===== src/vcfc_pkg.sv =====
// vcfc_pkg: shared types and constants for the vertex component float convert block
// no dependencies
package vcfc_pkg;
	localparam int COMPONENTS = 16;
	localparam int IDX_W = 4;
	localparam int CFG_W = 16;
	localparam int CFG_IDX_W = 2;
	localparam logic [CFG_IDX_W-1:0] REG_FLOAT_MASK = 2'd0;
	localparam logic [CFG_IDX_W-1:0] REG_FIXED_MASK = 2'd1;
	localparam logic [CFG_IDX_W-1:0] REG_INT_MASK = 2'd2;
	localparam logic [31:0] INT_MAX_BITS = 32'h7FFF_FFFF;
	localparam logic [31:0] INT_MIN_BITS = 32'h8000_0000;
	localparam logic [4:0] FIXED_SCALE = 5'd16;

	typedef struct packed {
		logic [IDX_W-1:0] component_index;
		logic [31:0] value_bits;
	} vcfc_in_t;

	typedef struct packed {
		logic [31:0] result_bits;
		logic out_of_range;
	} vcfc_out_t;
endpackage


===== src/vcfc_if.sv =====
// vcfc_if: valid/ready channel carrying a payload struct
// depends on vcfc_pkg
interface vcfc_in_if import vcfc_pkg::*; ();
	logic valid;
	logic ready;
	vcfc_in_t payload;
	modport source (output valid, output payload, input ready);
	modport sink (input valid, input payload, output ready);
endinterface

interface vcfc_out_if import vcfc_pkg::*; ();
	logic valid;
	logic ready;
	vcfc_out_t payload;
	modport source (output valid, output payload, input ready);
	modport sink (input valid, input payload, output ready);
endinterface


===== src/vertex_component_float_convert_core.sv =====
// vertex_component_float_convert_core: per-component float to int32 / 16.16 converter
// depends on vcfc_pkg and the channel interfaces in vcfc_if.sv
// Takes one component per cycle with full throughput unless the sink stalls; each item passes
// through four registers: stage 1 decodes mode and operand, stage 2 shifts the significand,
// stage 3 saturates and negates, and an output register feeds the sink.
// A stall freezes all stages together. Mask writes take effect on items accepted later.
module vertex_component_float_convert_core import vcfc_pkg::*; (
	input logic clk,
	input logic arst_n,
	input logic cfg_we,
	input logic [CFG_IDX_W-1:0] cfg_index,
	input logic [CFG_W-1:0] cfg_data,
	vcfc_in_if.sink in_ch,
	vcfc_out_if.source out_ch
);
	logic [CFG_W-1:0] float_mask_q, fixed_mask_q, int_mask_q;
	logic v_s1, v_s2, v_s3, v_s4;
	logic adv;

	// stage 1 regs
	logic conv_s1, sign_s1, nan_s1, inf_s1, zero_s1;
	logic [23:0] sig_s1;
	logic signed [9:0] e_s1;
	logic [31:0] raw_s1;
	// stage 2 regs
	logic conv_s2, sign_s2, sat_s2, nan_s2, inf_s2;
	logic [31:0] mag_s2, raw_s2;
	// stage 3 regs
	vcfc_out_t res_s3;
	vcfc_out_t res_s4;

	assign adv = !v_s4 || out_ch.ready;
	assign in_ch.ready = adv;
	assign out_ch.valid = v_s4;
	assign out_ch.payload = res_s4;

	always_ff @(posedge clk or negedge arst_n) begin
		if (!arst_n) begin
			float_mask_q <= '0;
			fixed_mask_q <= '0;
			int_mask_q <= '0;
		end else if (cfg_we) begin
			case (cfg_index)
				REG_FLOAT_MASK: float_mask_q <= cfg_data;
				REG_FIXED_MASK: fixed_mask_q <= cfg_data;
				REG_INT_MASK: int_mask_q <= cfg_data;
				default: ;
			endcase
		end
	end

	always_ff @(posedge clk or negedge arst_n) begin
		if (!arst_n) begin
			v_s1 <= 1'b0;
			v_s2 <= 1'b0;
			v_s3 <= 1'b0;
			v_s4 <= 1'b0;
		end else if (adv) begin
			v_s1 <= in_ch.valid;
			v_s2 <= v_s1;
			v_s3 <= v_s2;
			v_s4 <= v_s3;
		end
	end

	// stage 1: mode select and field decode
	logic [IDX_W-1:0] idx;
	logic [31:0] w;
	logic is_int, is_fix;
	logic [7:0] ex;
	assign idx = in_ch.payload.component_index;
	assign w = in_ch.payload.value_bits;
	assign ex = w[30:23];
	assign is_int = int_mask_q[idx];
	assign is_fix = fixed_mask_q[idx];
	logic unused_float;
	assign unused_float = ^float_mask_q;

	always_ff @(posedge clk) begin
		if (adv) begin
			conv_s1 <= is_int || is_fix || (unused_float & 1'b0);
			sign_s1 <= w[31];
			nan_s1 <= (ex == 8'hFF) && (w[22:0] != '0);
			inf_s1 <= (ex == 8'hFF) && (w[22:0] == '0);
			zero_s1 <= (ex == 8'h00) && (w[22:0] == '0);
			sig_s1 <= {ex != 8'h00, w[22:0]};
			e_s1 <= ((ex == 8'h00) ? 10'sd1 : $signed({2'b00, ex}))
				- 10'sd150 + (is_int ? 10'sd0 : $signed({5'b0, FIXED_SCALE}));
			raw_s1 <= w;
		end
	end

	// stage 2: shift significand
	logic [31:0] mag_c;
	logic sat_c;
	logic [5:0] rs;
	logic [3:0] ls;
	always_comb begin
		mag_c = '0;
		sat_c = 1'b0;
		rs = '0;
		ls = '0;
		if (zero_s1) begin
			mag_c = '0;
		end else if (e_s1 >= 10'sd9) begin
			sat_c = 1'b1;
		end else if (e_s1 >= 10'sd0) begin
			ls = e_s1[3:0];
			{sat_c, mag_c} = {9'b0, sig_s1} << ls;
		end else if (e_s1 > -10'sd32) begin
			rs = 6'(-e_s1);
			mag_c = {8'b0, sig_s1} >> rs;
		end
	end

	always_ff @(posedge clk) begin
		if (adv) begin
			conv_s2 <= conv_s1;
			sign_s2 <= sign_s1;
			nan_s2 <= nan_s1;
			inf_s2 <= inf_s1;
			sat_s2 <= sat_c;
			mag_s2 <= mag_c;
			raw_s2 <= raw_s1;
		end
	end

	// stage 3: saturate and apply sign; NaN gives zero, unconverted components pass raw bits
	vcfc_out_t res_c;
	always_comb begin
		res_c.result_bits = raw_s2;
		res_c.out_of_range = 1'b0;
		if (conv_s2) begin
			if (nan_s2) begin
				res_c.result_bits = '0;
				res_c.out_of_range = 1'b1;
			end else if (!sign_s2) begin
				if (inf_s2 || sat_s2 || mag_s2[31]) begin
					res_c.result_bits = INT_MAX_BITS;
					res_c.out_of_range = 1'b1;
				end else begin
					res_c.result_bits = mag_s2;
				end
			end else begin
				if (inf_s2 || sat_s2 || (mag_s2[31] && mag_s2[30:0] != '0)) begin
					res_c.result_bits = INT_MIN_BITS;
					res_c.out_of_range = 1'b1;
				end else begin
					res_c.result_bits = 32'd0 - mag_s2;
				end
			end
		end
	end

	always_ff @(posedge clk) begin
		if (adv) begin
			res_s3 <= res_c;
			res_s4 <= res_s3;
		end
	end
endmodule


===== src/flat_wrapper.sv =====
// flat-port wrapper written by rule: the top's interface ports become plain ports
module vertex_component_float_convert_core_flat import vcfc_pkg::*;
  (clk, arst_n, cfg_we, cfg_index, cfg_data, in_ch_valid, in_ch_payload, in_ch_ready, out_ch_valid, out_ch_payload, out_ch_ready);
  vcfc_in_if in_ch_i ();
  vcfc_out_if out_ch_i ();
  input logic clk;
  input logic arst_n;
  input logic cfg_we;
  input logic [CFG_IDX_W-1:0] cfg_index;
  input logic [CFG_W-1:0] cfg_data;
  input wire logic [$bits(in_ch_i.valid)-1:0] in_ch_valid;
  input wire logic [$bits(in_ch_i.payload)-1:0] in_ch_payload;
  output wire logic [$bits(in_ch_i.ready)-1:0] in_ch_ready;
  output wire logic [$bits(out_ch_i.valid)-1:0] out_ch_valid;
  output wire logic [$bits(out_ch_i.payload)-1:0] out_ch_payload;
  input wire logic [$bits(out_ch_i.ready)-1:0] out_ch_ready;
  assign in_ch_i.valid = in_ch_valid;
  assign in_ch_i.payload = in_ch_payload;
  assign in_ch_ready = in_ch_i.ready;
  assign out_ch_valid = out_ch_i.valid;
  assign out_ch_payload = out_ch_i.payload;
  assign out_ch_i.ready = out_ch_ready;
  vertex_component_float_convert_core u_core (.clk(clk), .arst_n(arst_n), .cfg_we(cfg_we), .cfg_index(cfg_index), .cfg_data(cfg_data), .in_ch(in_ch_i), .out_ch(out_ch_i));
endmodule

===== config.mk =====
export PLATFORM = sky130hd
export DESIGN_NAME = vertex_component_float_convert_core_flat
export DESIGN_NICKNAME = d
export VERILOG_FILES = /design/src/vcfc_pkg.sv /design/src/vcfc_if.sv /design/src/vertex_component_float_convert_core.sv /design/src/flat_wrapper.sv
export SDC_FILE = /design/constraint.sdc
export NUM_CORES = 1
export LEC_CHECK = 0
export BUFFER_PORTS_ARGS = -buffer_cell sky130_fd_sc_hd__buf_2
export CAP_MARGIN = 5
export CELL_PAD_IN_SITES_DETAIL_PLACEMENT = 0
export CELL_PAD_IN_SITES_GLOBAL_PLACEMENT = 1
export CORE_ASPECT_RATIO = 1.75
export CORE_MARGIN = 2
export CORE_UTILIZATION = 44
export DETAILED_ROUTE_END_ITERATION = 12
export PLACE_DENSITY_LB_ADDON = 0.1
export SLEW_MARGIN = 10
export SYNTH_ARGS = -nofsm -noshare
export SYNTH_HDL_FRONTEND = slang
export SYNTH_SLANG_ARGS = --single-unit

===== constraint.sdc =====
create_clock -name clk -period 5.5 [get_ports clk]
set_input_delay 0.55 -clock clk [delete_from_list [all_inputs] [get_ports clk]]
set_output_delay 0.55 -clock clk [all_outputs]
set_load 0.01 [all_outputs]

==> impl_metrics.toml, run 1 <==
[run_status]
status = "finished clean"

[global_route]
antenna_found_initial = 0
grt_overflow = 0
grt_max_degree = 90
grt_pass1_vias = 7911
grt_pass1_wl_mm = 45.4
grtUsageTotal_pct = 21.5

[setup_path]
crit_top_cell = "mux2i_1"
cp_cell_sequence = "buf_4 > clkinv_1 > ha_1 > mux2i_1 > mux2i_1 > nand2_1 > o311ai_0 > a22oi_1 > a211oi_1"
end_kind = "register"
start_kind = "register"
reg2reg_slack_ns = 1.81
critPathMaxFanout = 29
cp_slowest_cell = "ha_1"
cp.required_ns = 5.75
critPathArrivalTime_ns = 3.94
cpPeakStageDelay_ns = 0.90
worstSetupPathType = "register to register"

[routing]
via_count = 7762
dr.pass1.iters = 5
detail-route-antenna-nets = 0
post-route-drc-count = 0
drt-vias-per-instance = 5.93
routed_wl_mm = 29.0
routedWlPerCell_um = 22.1
drt_iter0_drc = 548

[clock_tree]
cts-hold-fix-buffers = 0
path_clk_slew_ns = 0.06
cts_buffer_depth = 3
cts_root_buf = "clkbuf_16"
cts_tree = "built"
clk_latency_ns = 0.52
cts_setup_buffers = 0
cts_buffers = 20
h-tree-depth = 1
cts_resized = 0
cts.sinks = 217

[final_layout]
drive_gt1_share_pct = 25.1
final_nets = 1043
n_fill_cell = 2293
fin_util_pct = 50.3
seqCellArea_um2 = 6340
antennaDiodeCount = 0
syn_to_final_growth_pct = 13.1
multi_input_area_um2 = 4480

[yosys]
ys_seq_elements = 217
synth_compound_area_share_pct = 10.9
synth_adder_area_share_pct = 0.447
synthXorXnorAreaFrac_pct = 0.939
synth_nets = 965
synth_ff_type = "edfxtp_1"
synth_cell_types = 68
async_flop_share_pct = 16.6
yosysWarnings = 0
yosys.area_share.simple_pct = 10.7
synth_edf_count = 181
ys_seq_area_share_pct = 56.6
syn_area_um2 = 11200
synth_top_family_by_area = "multiplexers"
synth_mux_area_share_pct = 16.8
synth_cells = 902
postSynthAreaPerCell_um2 = 12.4

[floorplan]
core-area_um2 = 25100
die_area_um2 = 26800
die_y_um = 215
start_util_pct = 44.5
fp-row-count = 77
ios = 94
die_w_um = 125

[power_and_ir_drop]
ir_drop_mv = 0.288
p_total_mw = 6.31
power_density_nw_per_um2 = 498
leakagePower_nw = 4.86

[sta]
finalSetupTns_ns = 0
worst_pin_slew_ns = 1.16
fin_worst_skew_ns = 0.0110
fmax_mhz = 271
max_slew_margin_pct = 21.5
slew_violations = 0
setup_violations = 0
finalCritPeriodShare_pct = 67.1
rsz0062_at_grt = "false"
min_period_ns = 3.69
hold_violations = 0

[job]
drv_cap = 0

[placement]
gp_congestion = 0.938
io_buffers = 93
dp_hpwl_mm = 21.2

[hold_path]
hold_path.class = "input pin to async pin"
[cells by family after synthesis]
| family | after synthesis |
|---|---|
| buf+inv | 102 |
| xor+xnor | 12 |
| flops | 217 |
| compound gates | 189 |
| fa+ha+maj | 4 |
| simple gates | 235 |
| mux | 143 |
[worst paths after layout]
check                                       start                       end  cells past startpoint
worst max-delay path               u_core.e_s1[1]          u_core.mag_s2[1]                      9
worst min register to register   u_core.res_s3[6]  u_core.out_ch.payload[6]                      0
min in group clk                in_ch_payload[31]         u_core.raw_s1[31]                      1
max in group asynchronous                  arst_n               u_core.v_s3                      1
worst min-delay path                       arst_n    u_core.fixed_mask_q[7]                      1
worst max register to register     u_core.e_s1[1]          u_core.mag_s2[1]                      9
[flip-flops by register name, summed over array words and instances (netlist names), 10 cells and up]
register	flops
u_core.e_s1	10
u_core.fixed_mask_q	16
u_core.out_ch.payload	33
u_core.raw_s2	32
u_core.raw_s1	32
u_core.res_s3	33
u_core.mag_s2	32
u_core.int_mask_q	16
[synth_stat cells (all sizes together), types with 13 or more instances]
library cell    n  area share (%)
o22ai          43             2.4
nand3          20            0.89
nand2          63             2.1
nand2b         13            0.73
dfrtp          36             8.0
mux2i          58             5.2
edfxtp        181              49
buf            16            0.75
mux4           30             6.0
nor2           60             2.0
mux2           55             5.5
o32ai          14             1.1
o21ai          22            0.98
nor3           19            0.89
a21oi          56             2.5
inv            43             1.4
clkbuf         40             1.3
[critical path: cells and delay by family (launching register included)]
kind                       cells  cell delay (ns)
adders and majority gates      1             0.90
and+or+nand+nor                1             0.09
buffers and inverters          2             0.66
AOI/OAI and AO/OA              3             0.93
DFF                            1             0.32
muxes                          2             0.51
[report_power, final]
| part | total, mW | internal (mW) | switching, mW |
|---|---|---|---|
| logic | 2.09 | 0.826 | 1.27 |
| clock network | 1.42 | 0.809 | 0.615 |
| registers | 2.79 | 2.49 | 0.302 |
| total | 6.31 | 4.12 | 2.18 |
[through the flow]
step / hold slack (ns) / cell area, um2 / cells / setup WS (ns)
floorplan: 0.254 / 11200 / 902 / 1.95
global placement: 0.400 / 12000 / 1274 / 1.87
detailed placement: 0.405 / 12000 / 1274 / 1.81
CTS: 0.129 / 12700 / 1310 / 1.84
global route: 0.175 / 12700 / 1310 / 1.59
finish: 0.112 / 12700 / 1310 / 1.81
[per-layer routing]
metal	wire length (um)	GRT usage, %	vias up
met2	15600	40.3	228
li1	-	-	3625
met4	1340	10.1	0
met5	0	0	-
met3	997	2.22	71
met1	11000	24.4	3838
[cells in the final DEF (no fill, tap or decap), drive strengths merged, types with 26 or more instances in the layout]
| cell | instances |
|---|---|
| edfxtp | 181 |
| dfrtp | 36 |
| o22ai | 43 |
| mux2 | 55 |
| nand2 | 63 |
| mux2i | 58 |
| a21oi | 56 |
| buf | 112 |
| nor2 | 60 |
| inv | 43 |
| mux4 | 30 |
| clkbuf | 26 |
[final cells by class]
class / instances / area share, %
flip-flops and latches: 217 / 50.0
multi-input cells: 583 / 35.4
repair buffers: 112 / 4.80
clock buffers: 26 / 4.37
well taps: 316 / 3.12
inverters: 46 / 1.36
clock inverters: 10 / 0.929
(Power assumes the default switching activity.)
==> inputs of run 2 (changes only) <==
Clock period 5.5 ns to 3.35 ns, I/O delays scaled along.
==> run 2 against run 1 <==
Against the previous run:
- via count down 0.81%
- register-to-register slack worse by 1.5 ns
- maximum frequency up 23%
- clock skew down 0.0011 ns
- critical endpoint is now u_core.mag_s2[10]
==> impl_metrics.toml, run 2 (synthesis gave the netlist of run 1 again) <==
[routing]
routedWlPerCell_um = 21.7
detail-route-antenna-nets = 0
post-route-drc-count = 0
drt_iter0_drc = 549
routed_wl_mm = 28.7
dr.pass1.iters = 5
drt-vias-per-instance = 5.81
via_count = 7699

[floorplan]
core-area_um2 = 25100
die_w_um = 125
ios = 94
die_y_um = 215
fp-row-count = 77
die_area_um2 = 26800
start_util_pct = 44.5

[setup_path]
reg2reg_slack_ns = 0.35
cp_cell_sequence = "buf_4 > nor3_1 > xnor2_1 > mux2_2 > o22ai_1"
cp_slowest_cell = "xnor2_1"
start_kind = "register"
r2r-start = "u_core.e_s1[0]"
reg2regPathDepth = 5
critPathMaxFanout = 43
worstSetupPathType = "register to register"
end_kind = "register"
timing.rr.end = "u_core.mag_s2[10]"
cpPeakStageDelay_ns = 0.99
cp.required_ns = 3.68
critPathArrivalTime_ns = 3.33

[hold_path]
hold_depth = 1
hold_path.class = "input pin to register"
hold_start = "in_ch_payload[2]"
holdPathEnd = "u_core.raw_s1[2]"

[final_layout]
final_nets = 1057
drive_gt1_share_pct = 25.5
final_cell_mix = "edfxtp_1 (181), buf_2 (93), nand2_1 (63)"
final_common_cell = "edfxtp_1"
final_cell_area_um2 = 12800
final_cells = 1324
syn_to_final_growth_pct = 14.1
antennaDiodeCount = 0

[placement]
gp_congestion = 0.928
dp_hpwl_mm = 21.1
dp.cells = 1281
io_buffers = 93
place_area_um2 = 12100

[power_and_ir_drop]
clkPwrFrac_pct = 22.2
power_density_nw_per_um2 = 810
leakagePower_nw = 4.93
pwr-share-comb_pct = 33.2
p_sw_mw = 3.55
p_total_mw = 10.3
internal_power_mw = 6.79
seq_power_share_pct = 44.5
switching_share_pct = 34.3
ir_drop_mv = 0.529

[sta]
fin_worst_skew_ns = 0.00990
hold_violations = 0
worst_pin_slew_ns = 1.23
rsz0062_at_grt = "false"
slew_violations = 0
finalCritPeriodShare_pct = 89.7
max_slew_margin_pct = 17.4
hold_ws_ns = 0.0159
setup_violations = 0
fmax_mhz = 333
finalSetupTns_ns = 0
min_period_ns = 3.00

[global_route]
grt_overflow = 0
grt_max_degree = 53
antenna_found_initial = 0
grtUsageTotal_pct = 21.4
grt_pass1_vias = 7732
grt_pass1_wl_mm = 44.7

[clock_tree]
cts_tree = "built"
cts_setup_buffers = 0
clk_latency_ns = 0.51
h-tree-depth = 1
path_clk_slew_ns = 0.07
cts_root_buf = "clkbuf_16"
cts_buffers = 21
cts.sinks = 217
cts_buffer_depth = 3

[run_status]
status = "finished clean"

[job]
drv_cap = 0
==> run 2: cell types whose count changed in the layout (fill, tap and decap cells not counted), sizes merged <==
cell | previous run | this run
clkbuf | 26 | 25
clkinv | 9 | 11
buf | 112 | 119
dlygate4sd3 | 0 | 6
==> run 2: critical path: cells and delay by family, from the launching register on <==
kind / cells / cell delay (ns)
AND/OR/NAND/NOR: 1 / 0.19
flip-flops: 1 / 0.46
buffers and inverters: 1 / 0.55
multiplexers: 1 / 0.42
XOR/XNOR: 1 / 0.99
AO/OA/AOI/OAI: 1 / 0.20
==> run 2: final cells by class <==
cell class / instances / area (um2)
clock buffers: 25 / 541
clock inverters: 12 / 113
fillers: 2238 / 12400
inverters: 46 / 173
multi-input cells: 583 / 4470
flip-flops and latches: 217 / 6340
well taps: 316 / 395
repair buffers: 125 / 746
==> run 2: timing repair <==
action,CTS,global route
hold buffers,6,0
gates resized for setup,0,0
hold endpoints to repair,41,0
==> run 2: layer usage <==
metal,part of all wire [%],vias to the layer above,global-route usage [%]
li1,-,3650,-
met1,37,3752,23.8
met2,54,238,40.3
met3,3.9,59,2.14
met4,4.7,0,10.5
met5,0,-,0
==> run 2: worst max-delay path by stage <==
stage / depth (start not counted) / slack, ns / from / end
after floorplan: 2 / 0.01 / out_ch_ready / u_core.v_s1
after global placement: 9 / 0.37 / u_core.e_s1[0] / u_core.mag_s2[3]
after detailed placement: 9 / 0.36 / u_core.e_s1[0] / u_core.mag_s2[3]
after CTS: 9 / 0.34 / u_core.e_s1[0] / u_core.mag_s2[3]
after global routing: 9 / 0.13 / u_core.e_s1[0] / u_core.mag_s2[3]
final: 5 / 0.35 / u_core.e_s1[0] / u_core.mag_s2[10]
==> run 2: stage by stage <==
step | util (%) | worst slack [ns]
2_1_floorplan | - | 0.0123
4_1_cts | 50.8 | 0.337
6_report | 50.8 | 0.346
3_3_place_gp | 48.0 | 0.366
3_5_place_dp | 48.0 | 0.357
5_1_grt | 50.8 | 0.134
==> run 2: power by group through the flow <==
stage | clock network [mW] | registers [mW] | logic (mW)
finish | 2.30 | 4.60 | 3.44
global route | 2.45 | 4.71 | 3.75
CTS | 2.36 | 4.60 | 3.44
detailed placement | 0 | 4.66 | 3.43
global placement | 0 | 4.63 | 3.42
floorplan | 0 | 4.61 | 2.29
